`config.mk`:
```
export PLATFORM = sky130hd
export DESIGN_NAME = bdq_regs
export DESIGN_NICKNAME = d
export VERILOG_FILES = /design/src/design/assert_macros.svh /design/src/design/bdq_pkg.sv /design/src/design/bdq_regs.sv
export SDC_FILE = /design/constraint.sdc
export NUM_CORES = 1
export LEC_CHECK = 0
export BUFFER_PORTS_ARGS = -buffer_cell sky130_fd_sc_hd__buf_2
export CAP_MARGIN = 20
export CORE_MARGIN = 3
export CORE_UTILIZATION = 30
export CTS_BUF_LIST = sky130_fd_sc_hd__clkbuf_16
export DETAILED_ROUTE_END_ITERATION = 10
export GPL_ROUTABILITY_DRIVEN = 0
export PLACE_DENSITY = 0.75
export SYNTH_ARGS = -nofsm -noshare
export SYNTH_HDL_FRONTEND = slang
export SYNTH_SLANG_ARGS = --single-unit
```
`constraint.sdc`:
```
create_clock -name clock -period 1.8 [get_ports clock]
set_input_delay 0.18 -clock clock [delete_from_list [all_inputs] [get_ports clock]]
set_output_delay 0.18 -clock clock [all_outputs]
set_load 0.02 [all_outputs]
```
`src/design/assert_macros.svh`:
```
// shared assertion macros for the deque block
`ifndef ASSERT_MACROS_SVH
`define ASSERT_MACROS_SVH

// same-cycle implication, sampled on the rising edge
`define ASSERT_IMPLY(label, clk, rst, ante, cons, msg) \
   label: assert property (@(posedge clk) disable iff (rst) (ante) |-> (cons)) \
      else $error(msg);

// next-cycle implication, sampled on the rising edge
`define ASSERT_NEXT(label, clk, rst, ante, cons, msg) \
   label: assert property (@(posedge clk) disable iff (rst) (ante) |=> (cons)) \
      else $error(msg);

`endif

```
`src/design/bdq_pkg.sv`:
```
// ----------------------------------------------------------------------------
// bdq_pkg
// Types, codes and sizes shared by the bounded deque controller and datapath.
// ----------------------------------------------------------------------------
`timescale 1ns / 1ps

package bdq_pkg;

   localparam int DEPTH         = 256;
   localparam int HANDLE_BITS   = 32;
   localparam int ADDR_BITS     = $clog2(DEPTH);
   localparam int COUNT_BITS    = ADDR_BITS + 1;
   localparam int OP_BITS       = 3;
   localparam int POS_BITS      = 8;
   localparam int STATUS_BITS   = 2;
   localparam int CAP_BITS      = 9;
   localparam int CSR_ADDR_BITS = 3;
   localparam int CSR_DATA_BITS = 32;

   localparam logic [CAP_BITS-1:0] CAP_RESET = CAP_BITS'(256);

   // register index, taken from the word address bit
   localparam logic REG_CAPACITY = 1'b0;
   localparam logic REG_MODE     = 1'b1;

   typedef enum logic [OP_BITS-1:0] {
      OP_PUSH_BACK  = 3'd0,
      OP_PUSH_FRONT = 3'd1,
      OP_POP_FRONT  = 3'd2,
      OP_POP_BACK   = 3'd3,
      OP_REMOVE     = 3'd4,
      OP_CLEAR      = 3'd5,
      OP_READ       = 3'd6
   } op_type;

   typedef enum logic [STATUS_BITS-1:0] {
      ST_OK      = 2'd0,
      ST_FULL    = 2'd1,
      ST_MISS    = 2'd2,
      ST_INVALID = 2'd3
   } status_type;

   typedef enum logic [2:0] {
      ADDR_HEAD,
      ADDR_BACK,
      ADDR_TAIL,
      ADDR_PREV,
      ADDR_POS,
      ADDR_IDX,
      ADDR_IDX_NEXT
   } addr_sel_type;

   typedef enum logic [1:0] {
      PTR_HOLD,
      PTR_INC,
      PTR_DEC,
      PTR_CLEAR
   } ptr_op_type;

   typedef enum logic [1:0] {
      IDX_HOLD,
      IDX_CLEAR,
      IDX_INC
   } idx_op_type;

   typedef struct packed {
      logic [CAP_BITS-1:0] capacity;
      logic                overwrite_mode;
   } cfg_type;

   typedef struct packed {
      logic         capture;
      logic         rd;
      logic         wr;
      logic         wr_from_ram;
      addr_sel_type addr;
      ptr_op_type   head_op;
      ptr_op_type   count_op;
      idx_op_type   idx_op;
      logic         set_status;
      status_type   status;
      logic         take_value;
      logic         take_drop;
      logic         rsp_load;
   } cmd_type;

   typedef struct packed {
      logic [OP_BITS-1:0] op;
      logic               h_zero;
      logic               full;
      logic               over;
      logic               empty;
      logic               pos_oob;
      logic               mode;
      logic               match;
      logic               idx_last;
      logic               idx_next_last;
      logic               out_free;
   } stat_type;

endpackage

```
`src/design/bdq_regs.sv`:
```
// ----------------------------------------------------------------------------
// bdq_regs
// Configuration registers (capacity, overwrite mode) behind an APB-style port.
// ----------------------------------------------------------------------------
`timescale 1ns / 1ps

module bdq_regs import bdq_pkg::*; (
   input  logic                     clock,
   input  logic                     reset,
   input  logic                     csr_psel,
   input  logic                     csr_penable,
   input  logic                     csr_pwrite,
   input  logic [CSR_ADDR_BITS-1:0] csr_paddr,
   input  logic [CSR_DATA_BITS-1:0] csr_pwdata,
   output logic [CSR_DATA_BITS-1:0] csr_prdata,
   output logic                     csr_pready,
   output cfg_type                  cfg
);

   cfg_type cfg_ff;
   cfg_type cfg_in;
   logic    wr_en;

   assign csr_pready = 1'b1;
   assign wr_en      = csr_psel & csr_penable & csr_pwrite & csr_pready;

   always_comb begin
      cfg_in = cfg_ff;
      if (wr_en) begin
         case (csr_paddr[2])
            REG_CAPACITY: cfg_in.capacity       = csr_pwdata[CAP_BITS-1:0];
            REG_MODE:     cfg_in.overwrite_mode = csr_pwdata[0];
            default:      cfg_in = cfg_ff;
         endcase
      end
   end

   always_ff @(posedge clock) begin
      if (reset) begin
         cfg_ff.capacity       <= CAP_RESET;
         cfg_ff.overwrite_mode <= 1'b0;
      end else begin
         cfg_ff <= cfg_in;
      end
   end

   always_comb begin
      case (csr_paddr[2])
         REG_CAPACITY: csr_prdata = CSR_DATA_BITS'(cfg_ff.capacity);
         REG_MODE:     csr_prdata = CSR_DATA_BITS'(cfg_ff.overwrite_mode);
         default:      csr_prdata = '0;
      endcase
   end

   assign cfg = cfg_ff;

endmodule

```
==> results of run 1 <==
[layer usage]
metal  vias to the layer above  global-route usage (%)
li1                        262                       -
met1                       244                   10.23
met2                        36                   16.54
met3                         0                   2.997
met4                         0                   3.734
met5                         -                       0
[cell usage after synthesis]
cell,instances
buf_6,2
nor2_1,2
and4b_1,1
dfxtp_1,10
nor2b_1,8
nand4_1,1
mux2i_1,10
buf_2,1
buf_4,24
mux2_2,1
conb_1,2
nand2b_1,17
clkbuf_2,1
[final timing paths]
kind	startpoint	end	cells after the start
worst min register to register	cfg[4]	cfg[4]	2
worst max-delay path	cfg[1]	csr_prdata[0]	2
worst max register to register	cfg[0]	cfg[0]	2
worst min-delay path	csr_pwdata[4]	cfg[5]	3
[power groups by stage]
| stage | logic (mW) | clock network, mW | registers, mW |
|---|---|---|---|
| after floorplan | 0.120 | 0 | 0.240 |
| after global placement | 0.108 | 0 | 0.234 |
| after detailed placement | 0.111 | 0 | 0.234 |
| after CTS | 0.111 | 0.385 | 0.231 |
| after global routing | 0.122 | 0.397 | 0.231 |
| final | 0.111 | 0.378 | 0.231 |
[cell families (layout without fill, tap and decap cells)]
group | count (synthesis) | count (layout) | share of synthesized area [%]
mux | 11 | 11 | 15.64
simple gates | 29 | 29 | 25.31
other cells | 2 | 24 | 1.055
flops | 10 | 10 | 28.12
buf+inv | 28 | 36 | 29.88
[metrics by stage]
| stage | cell area [um^2] | hold slack, ns | std cells |
|---|---|---|---|
| after floorplan | 794.5 | 0.3349 | 102 |
| after global placement | 782.0 | 0.4417 | 135 |
| after detailed placement | 782.0 | 0.4505 | 135 |
| after CTS | 857.1 | 0.2071 | 138 |
| after global routing | 857.1 | 0.2163 | 138 |
| final | 857.1 | 0.2067 | 138 |
[worst max-delay path, stage by stage (launching register included)]
cell	delay [ns]
dfxtp_1	0.31
mux2_2	0.25
buf_2	0.16
[layout make-up]
class	instances	area (um^2)	share of cell area [%]
Tap cell	28	35.03	4.088
Sequential cell	10	200.2	23.36
Clock buffer	3	75.07	8.759
Multi-Input combinational cell	64	381.6	44.53
Timing Repair Buffer	33	165.2	19.27
==> metrics, run 1 <==
outcome=finished, final reports clean; Initial DRC Count=4; PnR worst setup slack=between 0.6 and 0.7 ns; Vias=542; MaxCap Viol Count=0; port bufs=33; largest cells by area after synthesis=dfxtp_1 28%, buf_4 25%, nand2b_1 15%; First-pass DRT Iterations=4; Pins Over Slew Limit=0; total power=0.7194 mW; DR DRC count=0; Reg clk slew, reported paths=0.04 ns; routed wl met2=695 um; Setup Buffers After CTS=0; CP required=1.62 ns; Post-Route WL=1.361 mm; CTS tree=yes; max FFs per register=10; metal1 wirelength=505 um; DP Worst Slack=0.4531 ns; final net count=152; maximum vdd drop=~420 uV; CP startpoint kind=flip-flop; Max-slew headroom=62.05%; post-synth cell types=13; switching part of the total=24.08%; Yosys warnings=0; Final Util=between 30% and 40%; top-area cell type share of the netlist area=28.12%; Detail Placement HPWL=1.052 mm; worst skew pair latency=0.23 ns; most frequent cells in the layout=33 x buf_2, 24 x conb_1, 17 x nand2b_1; vias in the first global route=460; Routed Antenna Nets=0; Setup-failing EPs final=0; global route overflow=0; largest net degree at the start of global routing=20; Clock Path Buffers=2; synthesized area per cell=8.899 um^2; PD cells=between 800 and 900 nW/um^2; Placement Rows=17; num ports=83; critical path arrival=0.95 ns; R2R setup slack=1.19 ns; met3 WL=160 um; Comb pwr share=15.4%; gr usage total=under 10%; Top Layer Used=met3; sequential share of the synthesized area=around 28%; antenna violations before repair=0; cts bufs inserted=3; fmax=882.0 MHz; Seq cells post-synth=10; RSZ-0062 raised after global routing=no; CP endpoint kind=primary output; Syn Std Cell Area=between 700 and 800 um^2; Final min period=1.134 ns; fin crit share=62.99%; Die Y=54.72 um; commonest non-fill, non-tap cell in the layout=buf_2; area leader, netlist=dfxtp_1; Hold Crit Class=input port to flip-flop; Post-Syn Instances=80; Initial Utilization=a little under a third; Fill cells=235; Via density=3.928; Static Leak=approximately 0.45 nW; clock sinks=10; CTS H-tree depth=1; final hold vios=0; ant diodes=0; cts repair resizes=0; Reg power frac=between 30 and 40%; crit path max fanout=3; WS Path Type=flip-flop to primary output; Root Buffer=clkbuf_16; hold bufs inserted after CTS=0; Layout area overhead=20.39%; setup TNS=0 ns; Die Wd=roughly 55 um; Internal Power=0.5462 mW; core area=~2200 um^2; share of layout cells above drive strength 1=33.64%; Die ar.=between 2000 and 3000 um^2; Worst Skew=0 ns; worst-margin pin slew=0.5688 ns; Switch Pwr=0.1732 mW; WL per Instance=9.862 um; Clock power frac=52.5%; first-pass GRT wire length=1.994 mm
No activity file was read; power rests on OpenSTA's default activity.
==> run 2: changes to the inputs <==
clock period = 1.1 ns   (was 1.8 ns; I/O delays follow)
==> metrics, run 2 (synthesis results as in run 1) <==
PD cells=1337 nW/um^2; RSZ-0062 raised after global routing=no; Final Util=40.06%; Initial DRC Count=3; Setup Buffers After CTS=0; num ports=between 80 and 90; largest net degree at the start of global routing=20; ant diodes=0; vias in the first global route=between 400 and 500; cts bufs inserted=3; CP startpoint kind=flip-flop; maximum vdd drop=829.7 uV; port bufs=33; Pins Over Slew Limit=0; first-pass GRT wire length=slightly above 2 mm; share of layout cells above drive strength 1=34.51%; Die Y=54.72 um; crit path max fanout=3; Hold Crit Class=input port to flip-flop; Via density=3.879; MaxCap Viol Count=0; antenna violations before repair=0; setup TNS=0 ns; most frequent cells in the layout=32 x buf_2, 24 x conb_1, 17 x nand2b_1; Hold WS=0.1374 ns; critical path arrival=0.95 ns; Vias=547; Critical Path Source=cfg[1]; Die Wd=54.72 um; area used by multi-input combinational logic=between 300 and 400 um^2; final net count=154; gr usage total=a little under a tenth; Reg clk slew, reported paths=0.04 ns; WL per Instance=9.220 um; First-pass DRT Iterations=4; Die ar.=approximately 3000 um^2; Hold Crit Start=csr_pwdata[4]; clock sinks=10; RR Startpoint=cfg[9]; CP endpoint kind=primary output; commonest non-fill, non-tap cell in the layout=buf_2; CP max stage delay=0.31 ns; Final min period=~1.1 ns; CTS H-tree depth=1; GR met2 Demand/Resource=16.14%; GRT Max-Usage Layer=met2; Layout area overhead=25.66%; CTS tree=yes; Reg area=200.2 um^2; global route overflow=0; outcome=finished, final reports clean; max FFs per register=10; fin crit share=96.15%; slowest CP cell=dfxtp_1; Initial Utilization=31.88%; Root Buffer=clkbuf_16; Static Leak=0.4605 nW; M3 GR Usage=3.270%; worst skew pair latency=0.23 ns; core area=2233 um^2; Detail Placement HPWL=around 1.0 mm; Setup-failing EPs final=0; Clock Path Buffers=2; Fill cells=246; Placement Rows=17; DR DRC count=0; Worst Skew=0 ns; fmax=945.5 MHz; Routed Antenna Nets=0; Post-Route WL=1.300 mm; CP cell instances=mux2_2 -> buf_6; GRT met1 Usage=11.51%; final hold vios=0; WS Path Type=flip-flop to primary output; total power=1.196 mW; CP required=0.99 ns
-- run 2: repair_timing --
action / 4_1_cts / 5_1_grt
resized for setup: 0 / 2
hold buffers: 0 / 0
endpoints found under the setup margin: 0 / 1
-- run 2: worst max-delay path: cells and delay by family, from the launching register on --
| kind | cells | cell delay (ns) |
|---|---|---|
| buffers and inverters | 1 | 0.13 |
| muxes | 1 | 0.27 |
| DFF | 1 | 0.31 |
-- run 2: area by class of cell --
type | count | share of cell area [%]
repair buffers | 35 | 22.24
flip-flops and latches | 10 | 22.38
clock inverters | 1 | 0.4196
multi-input cells | 64 | 42.66
well taps | 28 | 3.916
clock buffers | 3 | 8.392
-- run 2: final timing paths --
| kind | end | slack (ns) | cells past startpoint |
|---|---|---|---|
| worst max-delay path | csr_prdata[0] | 0.04 | 2 |
| worst min-delay path | cfg[5] | 0.14 | 3 |
| worst max register to register | cfg[9] | 0.51 | 2 |
| worst min register to register | cfg[6] | 0.48 | 2 |
-- run 2: stage by stage --
step                      instances  cell area (um^2)  worst slack [ns]
final                           141             894.6           0.04230
after detailed placement        137             809.5            0.1145
after global placement          137             809.5            0.1404
after CTS                       141             888.4           0.01832
after floorplan                 102             794.5            0.1839
after global routing            141             894.6           0.01210
-- run 2: routing by layer --
layer  share of wire, %  up-vias
met5                  0        -
met4                  0        0
met2                 50       36
met3                 13        0
li1                   -      268
met1                 37      243
-- run 2: power breakdown --
group	switching [mW]	total (mW)	internal (mW)
Clock	0.155	0.631	0.475
Sequential	0.00536	0.378	0.372
Combinational	0.130	0.188	0.0583
Total	0.291	1.20	0.906
