`config.mk`:
```
export PLATFORM = sky130hd
export DESIGN_NAME = bdq_ctrl
export DESIGN_NICKNAME = d
export VERILOG_FILES = /design/src/design/bdq_pkg.sv /design/src/design/bdq_ctrl.sv
export VERILOG_INCLUDE_DIRS = /design/src /design/src/design
export SDC_FILE = /design/constraint.sdc
export NUM_CORES = 1
export LEC_CHECK = 0
export BUFFER_PORTS_ARGS = -buffer_cell sky130_fd_sc_hd__buf_4
export CAP_MARGIN = 20
export CORE_MARGIN = 8
export CORE_UTILIZATION = 46
export DETAILED_ROUTE_END_ITERATION = 10
export GPL_TIMING_DRIVEN = 0
export PLACE_DENSITY = 0.87
export SYNTH_ARGS = -nofsm -noshare
export SYNTH_HDL_FRONTEND = slang
export SYNTH_SLANG_ARGS = --single-unit
```
`constraint.sdc`:
```
create_clock -name clock -period 1.8 [get_ports clock]
set_input_delay 0.18 -clock clock [delete_from_list [all_inputs] [get_ports clock]]
set_output_delay 0.18 -clock clock [all_outputs]
set_load 0.01 [all_outputs]
```
`src/design/assert_macros.svh`:
```
// shared assertion macros for the deque block
`ifndef ASSERT_MACROS_SVH
`define ASSERT_MACROS_SVH

// same-cycle implication, sampled on the rising edge
`define ASSERT_IMPLY(label, clk, rst, ante, cons, msg) \
   label: assert property (@(posedge clk) disable iff (rst) (ante) |-> (cons)) \
      else $error(msg);

// next-cycle implication, sampled on the rising edge
`define ASSERT_NEXT(label, clk, rst, ante, cons, msg) \
   label: assert property (@(posedge clk) disable iff (rst) (ante) |=> (cons)) \
      else $error(msg);

`endif

```
`src/design/bdq_pkg.sv`:
```
// ----------------------------------------------------------------------------
// bdq_pkg
// Types, codes and sizes shared by the bounded deque controller and datapath.
// ----------------------------------------------------------------------------
`timescale 1ns / 1ps

package bdq_pkg;

   localparam int DEPTH         = 256;
   localparam int HANDLE_BITS   = 32;
   localparam int ADDR_BITS     = $clog2(DEPTH);
   localparam int COUNT_BITS    = ADDR_BITS + 1;
   localparam int OP_BITS       = 3;
   localparam int POS_BITS      = 8;
   localparam int STATUS_BITS   = 2;
   localparam int CAP_BITS      = 9;
   localparam int CSR_ADDR_BITS = 3;
   localparam int CSR_DATA_BITS = 32;

   localparam logic [CAP_BITS-1:0] CAP_RESET = CAP_BITS'(256);

   // register index, taken from the word address bit
   localparam logic REG_CAPACITY = 1'b0;
   localparam logic REG_MODE     = 1'b1;

   typedef enum logic [OP_BITS-1:0] {
      OP_PUSH_BACK  = 3'd0,
      OP_PUSH_FRONT = 3'd1,
      OP_POP_FRONT  = 3'd2,
      OP_POP_BACK   = 3'd3,
      OP_REMOVE     = 3'd4,
      OP_CLEAR      = 3'd5,
      OP_READ       = 3'd6
   } op_type;

   typedef enum logic [STATUS_BITS-1:0] {
      ST_OK      = 2'd0,
      ST_FULL    = 2'd1,
      ST_MISS    = 2'd2,
      ST_INVALID = 2'd3
   } status_type;

   typedef enum logic [2:0] {
      ADDR_HEAD,
      ADDR_BACK,
      ADDR_TAIL,
      ADDR_PREV,
      ADDR_POS,
      ADDR_IDX,
      ADDR_IDX_NEXT
   } addr_sel_type;

   typedef enum logic [1:0] {
      PTR_HOLD,
      PTR_INC,
      PTR_DEC,
      PTR_CLEAR
   } ptr_op_type;

   typedef enum logic [1:0] {
      IDX_HOLD,
      IDX_CLEAR,
      IDX_INC
   } idx_op_type;

   typedef struct packed {
      logic [CAP_BITS-1:0] capacity;
      logic                overwrite_mode;
   } cfg_type;

   typedef struct packed {
      logic         capture;
      logic         rd;
      logic         wr;
      logic         wr_from_ram;
      addr_sel_type addr;
      ptr_op_type   head_op;
      ptr_op_type   count_op;
      idx_op_type   idx_op;
      logic         set_status;
      status_type   status;
      logic         take_value;
      logic         take_drop;
      logic         rsp_load;
   } cmd_type;

   typedef struct packed {
      logic [OP_BITS-1:0] op;
      logic               h_zero;
      logic               full;
      logic               over;
      logic               empty;
      logic               pos_oob;
      logic               mode;
      logic               match;
      logic               idx_last;
      logic               idx_next_last;
      logic               out_free;
   } stat_type;

endpackage

```
`src/design/bdq_ctrl.sv`:
```
// ----------------------------------------------------------------------------
// bdq_ctrl
// Sequencer for deque operations: decode, memory steps, scan and compaction.
// ----------------------------------------------------------------------------
`timescale 1ns / 1ps
`include "assert_macros.svh"

module bdq_ctrl import bdq_pkg::*; (
   input  logic     clock,
   input  logic     reset,
   input  logic     req_valid,
   output logic     req_ready,
   input  stat_type stat,
   output cmd_type  cmd
);

   typedef enum logic [3:0] {
      S_IDLE,
      S_DECODE,
      S_DROP,
      S_VALUE,
      S_SCAN_RD,
      S_SCAN_CMP,
      S_SHIFT_RD,
      S_SHIFT_WR,
      S_RESP
   } state_type;

   state_type state_ff, state_in;
   logic      is_back;

   assign is_back = (stat.op == OP_PUSH_BACK);

   always_comb begin
      cmd       = '0;
      state_in  = state_ff;
      req_ready = 1'b0;
      case (state_ff)
         S_IDLE: begin
            // no transfer is taken while reset is held
            req_ready = ~reset;
            if (req_valid && !reset) begin
               cmd.capture = 1'b1;
               state_in    = S_DECODE;
            end
         end
         S_DECODE: begin
            state_in       = S_RESP;
            cmd.set_status = 1'b1;
            cmd.status     = ST_OK;
            case (op_type'(stat.op))
               OP_PUSH_BACK, OP_PUSH_FRONT: begin
                  if (stat.h_zero) begin
                     cmd.status = ST_INVALID;
                  end else if (stat.full) begin
                     if (!stat.mode || stat.over) begin
                        cmd.status = ST_FULL;
                     end else begin
                        // fetch the element at the opposite end first
                        cmd.rd   = 1'b1;
                        cmd.addr = is_back ? ADDR_HEAD : ADDR_BACK;
                        state_in = S_DROP;
                     end
                  end else begin
                     cmd.wr       = 1'b1;
                     cmd.count_op = PTR_INC;
                     if (is_back) begin
                        cmd.addr = ADDR_TAIL;
                     end else begin
                        cmd.addr    = ADDR_PREV;
                        cmd.head_op = PTR_DEC;
                     end
                  end
               end
               OP_POP_FRONT: begin
                  if (stat.empty) begin
                     cmd.status = ST_MISS;
                  end else begin
                     cmd.rd       = 1'b1;
                     cmd.addr     = ADDR_HEAD;
                     cmd.head_op  = PTR_INC;
                     cmd.count_op = PTR_DEC;
                     state_in     = S_VALUE;
                  end
               end
               OP_POP_BACK: begin
                  if (stat.empty) begin
                     cmd.status = ST_MISS;
                  end else begin
                     cmd.rd       = 1'b1;
                     cmd.addr     = ADDR_BACK;
                     cmd.count_op = PTR_DEC;
                     state_in     = S_VALUE;
                  end
               end
               OP_REMOVE: begin
                  if (stat.h_zero) begin
                     cmd.status = ST_INVALID;
                  end else if (stat.empty) begin
                     cmd.status = ST_MISS;
                  end else begin
                     cmd.idx_op = IDX_CLEAR;
                     state_in   = S_SCAN_RD;
                  end
               end
               OP_CLEAR: begin
                  cmd.head_op  = PTR_CLEAR;
                  cmd.count_op = PTR_CLEAR;
               end
               OP_READ: begin
                  if (stat.pos_oob) begin
                     cmd.status = ST_MISS;
                  end else begin
                     cmd.rd   = 1'b1;
                     cmd.addr = ADDR_POS;
                     state_in = S_VALUE;
                  end
               end
               default: begin
                  cmd.status = ST_MISS;
               end
            endcase
         end
         S_DROP: begin
            // net count unchanged: one out at one end, one in at the other
            cmd.take_drop = 1'b1;
            cmd.wr        = 1'b1;
            cmd.addr      = is_back ? ADDR_TAIL : ADDR_PREV;
            cmd.head_op   = is_back ? PTR_INC : PTR_DEC;
            state_in      = S_RESP;
         end
         S_VALUE: begin
            cmd.take_value = 1'b1;
            state_in       = S_RESP;
         end
         S_SCAN_RD: begin
            cmd.rd   = 1'b1;
            cmd.addr = ADDR_IDX;
            state_in = S_SCAN_CMP;
         end
         S_SCAN_CMP: begin
            if (stat.match) begin
               if (stat.idx_last) begin
                  cmd.count_op = PTR_DEC;
                  state_in     = S_RESP;
               end else begin
                  state_in = S_SHIFT_RD;
               end
            end else if (stat.idx_last) begin
               cmd.set_status = 1'b1;
               cmd.status     = ST_MISS;
               state_in       = S_RESP;
            end else begin
               cmd.idx_op = IDX_INC;
               state_in   = S_SCAN_RD;
            end
         end
         S_SHIFT_RD: begin
            cmd.rd   = 1'b1;
            cmd.addr = ADDR_IDX_NEXT;
            state_in = S_SHIFT_WR;
         end
         S_SHIFT_WR: begin
            // move the next element down one slot
            cmd.wr          = 1'b1;
            cmd.wr_from_ram = 1'b1;
            cmd.addr        = ADDR_IDX;
            cmd.idx_op      = IDX_INC;
            if (stat.idx_next_last) begin
               cmd.count_op = PTR_DEC;
               state_in     = S_RESP;
            end else begin
               state_in = S_SHIFT_RD;
            end
         end
         S_RESP: begin
            if (stat.out_free) begin
               cmd.rsp_load = 1'b1;
               req_ready    = 1'b1;
               if (req_valid) begin
                  cmd.capture = 1'b1;
                  state_in    = S_DECODE;
               end else begin
                  state_in = S_IDLE;
               end
            end
         end
         default: begin
            state_in = S_IDLE;
         end
      endcase
   end

   always_ff @(posedge clock) begin
      if (reset) begin
         state_ff <= S_IDLE;
      end else begin
         state_ff <= state_in;
      end
   end

   `ASSERT_NEXT(a_accept_decodes, clock, reset, req_valid && req_ready,
                state_ff == S_DECODE, "accepted transfer not decoded")
   `ASSERT_IMPLY(a_load_when_free, clock, reset, cmd.rsp_load, stat.out_free,
                 "response loaded over a waiting transfer")

endmodule

```
==> Flow_metrics.wiki <==
{| class="wikitable"
! Metric !! Value
|-
| Placed instance area || 1060 µm²
|-
| Worst-case vdd ir drop || approximately 0.43 mV
|-
| Outcome || finished with violations
|-
| Global-route total usage across every layer || between 15 and 20%
|-
| Effective utilization at floorplan || between 40 and 50%
|-
| Area of the die || 3250 µm²
|-
| Detail-routed net length per standard cell || 15.8 µm
|-
| P&R area growth vs syn || 49.6%
|-
| Warning count from the yosys run || 0
|-
| Dominant cell type by area after synthesis || sky130_fd_sc_hd__dfxtp_1
|-
| Kind of start point of the critical path || flip-flop
|-
| Critical path endpoint category || output port
|-
| Net count reported at finish || between 150 and 200
|-
| Final Non-Filler Cells || between 150 and 200
|-
| Finished Cell Area || about 1200 µm²
|-
| Clock input transition at the sequential cells of the worst setup and hold paths || 0.05 ns
|-
| Dominant synthesized flop cell || sky130_fd_sc_hd__dfxtp_1
|-
| Yosys top cell area share || ~10%
|-
| Post-route fraction of the period consumed by the critical path || 108%
|-
| Port-buffer cells || 35
|-
| Fill cells || 141
|-
| Via count of the first global-routing pass || 932
|-
| Synthesized area || between 700 and 800 µm²
|-
| Final wirelength || between 2 and 3 mm
|-
| Proportion of register bits with asynchronous set or reset after synthesis || 0%
|-
| Antenna diode count || 0
|-
| Origin of the worst setup path || state_ff[3]$_SDFFE_PP0P_
|-
| Max reg flops || 4
|-
| Maximum capacitance violations || 0
|-
| Relative contribution of combinational cells to total power || about 58%
|-
| Top reg by flops || state_ff
|-
| Worst endpoint required time || between 1.5 and 2 ns
|-
| DIE WIDTH || around 57 µm
|-
| Final estimated routing congestion in global placement || between 0.8 and 0.9
|-
| Detailed-route vias per instance || ~6.0
|-
| Die span in y || between 50 and 60 µm
|-
| Drc violations || 0
|-
| Count of final setup violators || 6
|-
| RSZ-0062 raised after global routing || yes
|-
| Worst setup path category || flip-flop to output port
|-
| EDFF count, synth || 0
|-
| Final Hold Vio Count || 0
|-
| Number of buffers and inverters on the critical path || 2
|-
| Net count after synthesis || ~130
|-
| Maximum count of clock buffers along a single path || 2
|-
| Maximum achievable frequency || just over 500 MHz
|-
| Crit path time final || ~1.9 ns
|-
| Internal Power || between 300 and 400 µW
|-
| TritonCTS clock tree || built
|-
| Clock root buffer master || sky130_fd_sc_hd__clkbuf_4
|-
| Beginning of the worst register-to-register path || state_ff[1]$_SDFFE_PP0P_
|-
| Arrival time of the worst setup path || between 1.5 and 2 ns
|-
| DRT Pass-1 Iters || 4
|-
| Ranking of synthesized cells by area || sky130_fd_sc_hd__dfxtp_1 (10%), sky130_fd_sc_hd__a21oi_1 (9.7%), sky130_fd_sc_hd__nor2_1 (6.3%)
|-
| CTS buffer count || 3
|-
| Min-delay src || reset
|-
| Number of synthesized register bits || 4
|-
| Estimated wirelength of the detail-placed design || between 2 and 2.5 mm
|-
| Via count of the routed design || slightly above 1k
|-
| Max transition margin || roughly 64%
|-
| Worst-margin pin slew || ~0.53 ns
|-
| Antenna Nets Post-Route || 0
|-
| DRC marker count from the first detailed-route iteration || 32
|-
| Cell family contributing the most delay on the critical path || simple AND/OR/NAND/NOR gates
|-
| Number of clock sinks seen by CTS || 4
|-
| Registers with the highest flip-flop counts || state_ff (4)
|-
| Proportion of power drawn by flip-flops and latches || roughly a fifth
|-
| Number of max-slew violations in the final report || 0
|-
| Clock network latency to the later pin of the worst-skew pair || 0.25 ns
|-
| P_sw || 219 µW
|-
| Number of top-level pins || 36
|-
| Clock share of power || about 23%
|-
| Max Fanout on Critical Path || 5
|-
| Number of distinct library cell variants in the gate-level netlist after synthesis || 42
|-
| Total global routing overflow || 0
|-
| Cell with the largest stage delay on the worst path || sky130_fd_sc_hd__or4b_4
|-
| Number of cell rows || 15
|-
| Core Region || about 1700 µm²
|-
| Largest net degree at the start of global routing || 11
|-
| Power per standard cell area || around 470 nW/µm²
|-
| Final total power || between 500 and 600 µW
|-
| Skew final || about 0.012 ns
|-
| Fraction of final layout cells with drive strength greater than 1 || a little over two fifths
|-
| Antenna violations before repair || 0
|-
| Hold/Removal Path Class || input pin to flip-flop
|-
| Sequence of cells on the critical path || or4b_4, buf_6, nor2_4, mux2i_2, o31ai_2, buf_4
|-
| Clock H-tree levels || 1
|-
| Final worst slack || -0.138 ns
|-
| Delay of the slowest critical-path stage || roughly 0.54 ns
|-
| Leakage power figure || 0.514 nW
|-
| Post-synthesis instance total || around 120
|-
| First-pass GRT wire length || around 4.2 mm
|-
| Cell count after placement || 167
|-
| Failing checks || setup timing
|-
| Mean Syn Cell Area || 6.71 µm²
|-
| Share of the yosys chip area belonging to registers || between 10% and 20%
|-
| Switching part of the total || 40.5%
|}
[synthesized netlist by cell type (2+ instances only)]
| cell | instances |
|---|---|
| sky130_fd_sc_hd__nor2_1 | 13 |
| sky130_fd_sc_hd__or2_2 | 2 |
| sky130_fd_sc_hd__dfxtp_1 | 4 |
| sky130_fd_sc_hd__nor2_4 | 2 |
| sky130_fd_sc_hd__inv_1 | 4 |
| sky130_fd_sc_hd__and3_1 | 3 |
| sky130_fd_sc_hd__clkbuf_1 | 2 |
| sky130_fd_sc_hd__buf_2 | 4 |
| sky130_fd_sc_hd__nor3_1 | 7 |
| sky130_fd_sc_hd__nand2_1 | 5 |
| sky130_fd_sc_hd__o21a_1 | 2 |
| sky130_fd_sc_hd__a21oi_1 | 15 |
| sky130_fd_sc_hd__nand2b_1 | 7 |
| sky130_fd_sc_hd__and3b_1 | 3 |
| sky130_fd_sc_hd__o21ai_0 | 6 |
| sky130_fd_sc_hd__nand3_1 | 2 |
| sky130_fd_sc_hd__nor3b_1 | 2 |
| sky130_fd_sc_hd__and2_1 | 2 |
| sky130_fd_sc_hd__mux2i_1 | 3 |
| sky130_fd_sc_hd__a31oi_1 | 3 |
| sky130_fd_sc_hd__nor2b_1 | 3 |
[cell type report]
type                       count  area (µm²)  share of cell area [%]
sequential                     4        82.6                    7.15
clock buffer                   3        22.5                    1.95
tap                           17        21.3                    1.84
buffer                         8        50.0                    4.33
multi-input combinational     99         682                    59.0
inverter                       4        15.0                    1.30
timing repair buffer          37         282                    24.4
[cell families after synthesis]
family,count (synthesis),share of synthesized area (%)
and+or+nand+nor,57,44.2
DFF,4,10.4
AOI/OAI and AO/OA,38,32.6
muxes,4,5.35
buffers and inverters,12,7.45
[timing repair]
| item | in CTS | in global routing |
|---|---|---|
| hold buffers | 0 | 0 |
| setup buffers | 1 | 1 |
| setup endpoints to repair | 9 | 11 |
| pin swaps | 2 | 2 |
| gates resized for setup | 5 | 16 |
| hold endpoints to repair | 0 | 0 |
[power groups by stage]
stage                     clock, mW  sequential, mW  combinational, mW
after detailed placement          0           0.103              0.277
final                         0.125           0.102              0.314
after CTS                     0.126           0.101              0.284
after global placement            0           0.102              0.272
after floorplan                   0           0.101              0.170
after global routing          0.135           0.103              0.339
[metrics by stage]
stage	setup slack, ns	utilization, %	hold slack, ns	TNS [ns]
3_3_place_gp	0.136	63.9	0.373	0
2_1_floorplan	0.240	-	0.242	0
4_1_cts	-0.150	66.3	0.105	-0.492
3_5_place_dp	0.104	63.9	0.378	0
5_1_grt	-0.192	69.9	0.106	-1.14
6_report	-0.138	69.9	0.103	-0.609
[layer usage]
| layer | routed length [µm] | global-route usage, % |
|---|---|---|
| met3 | 261 | 4.88 |
| met4 | 70 | 7.05 |
| met5 | 0 | 0 |
| met2 | 1280 | 25.9 |
| met1 | 1110 | 17.2 |
[placed cells by master (no fill, tap or decap), types with 4 or more instances in the layout]
cell type | netlist | final
sky130_fd_sc_hd__nand2b_1 | 7 | 7
sky130_fd_sc_hd__nand2_1 | 5 | 5
sky130_fd_sc_hd__a21oi_2 | 1 | 4
sky130_fd_sc_hd__nor2_1 | 13 | 13
sky130_fd_sc_hd__nor3_1 | 7 | 6
sky130_fd_sc_hd__o21ai_0 | 6 | 6
sky130_fd_sc_hd__buf_2 | 4 | 4
sky130_fd_sc_hd__inv_1 | 4 | 4
sky130_fd_sc_hd__buf_4 | 0 | 38
sky130_fd_sc_hd__a21oi_1 | 15 | 12
[final timing paths]
| check | depth (start not counted) | slack [ns] | to |
|---|---|---|---|
| max | 6 | -0.14 | cmd[10] |
| min | 2 | 0.10 | state_ff[3]$_SDFFE_PP0P_ |
| max reg2reg | 5 | 0.23 | state_ff[3]$_SDFFE_PP0P_ |
| min reg2reg | 3 | 0.75 | state_ff[3]$_SDFFE_PP0P_ |
(Power assumes the default switching activity.)
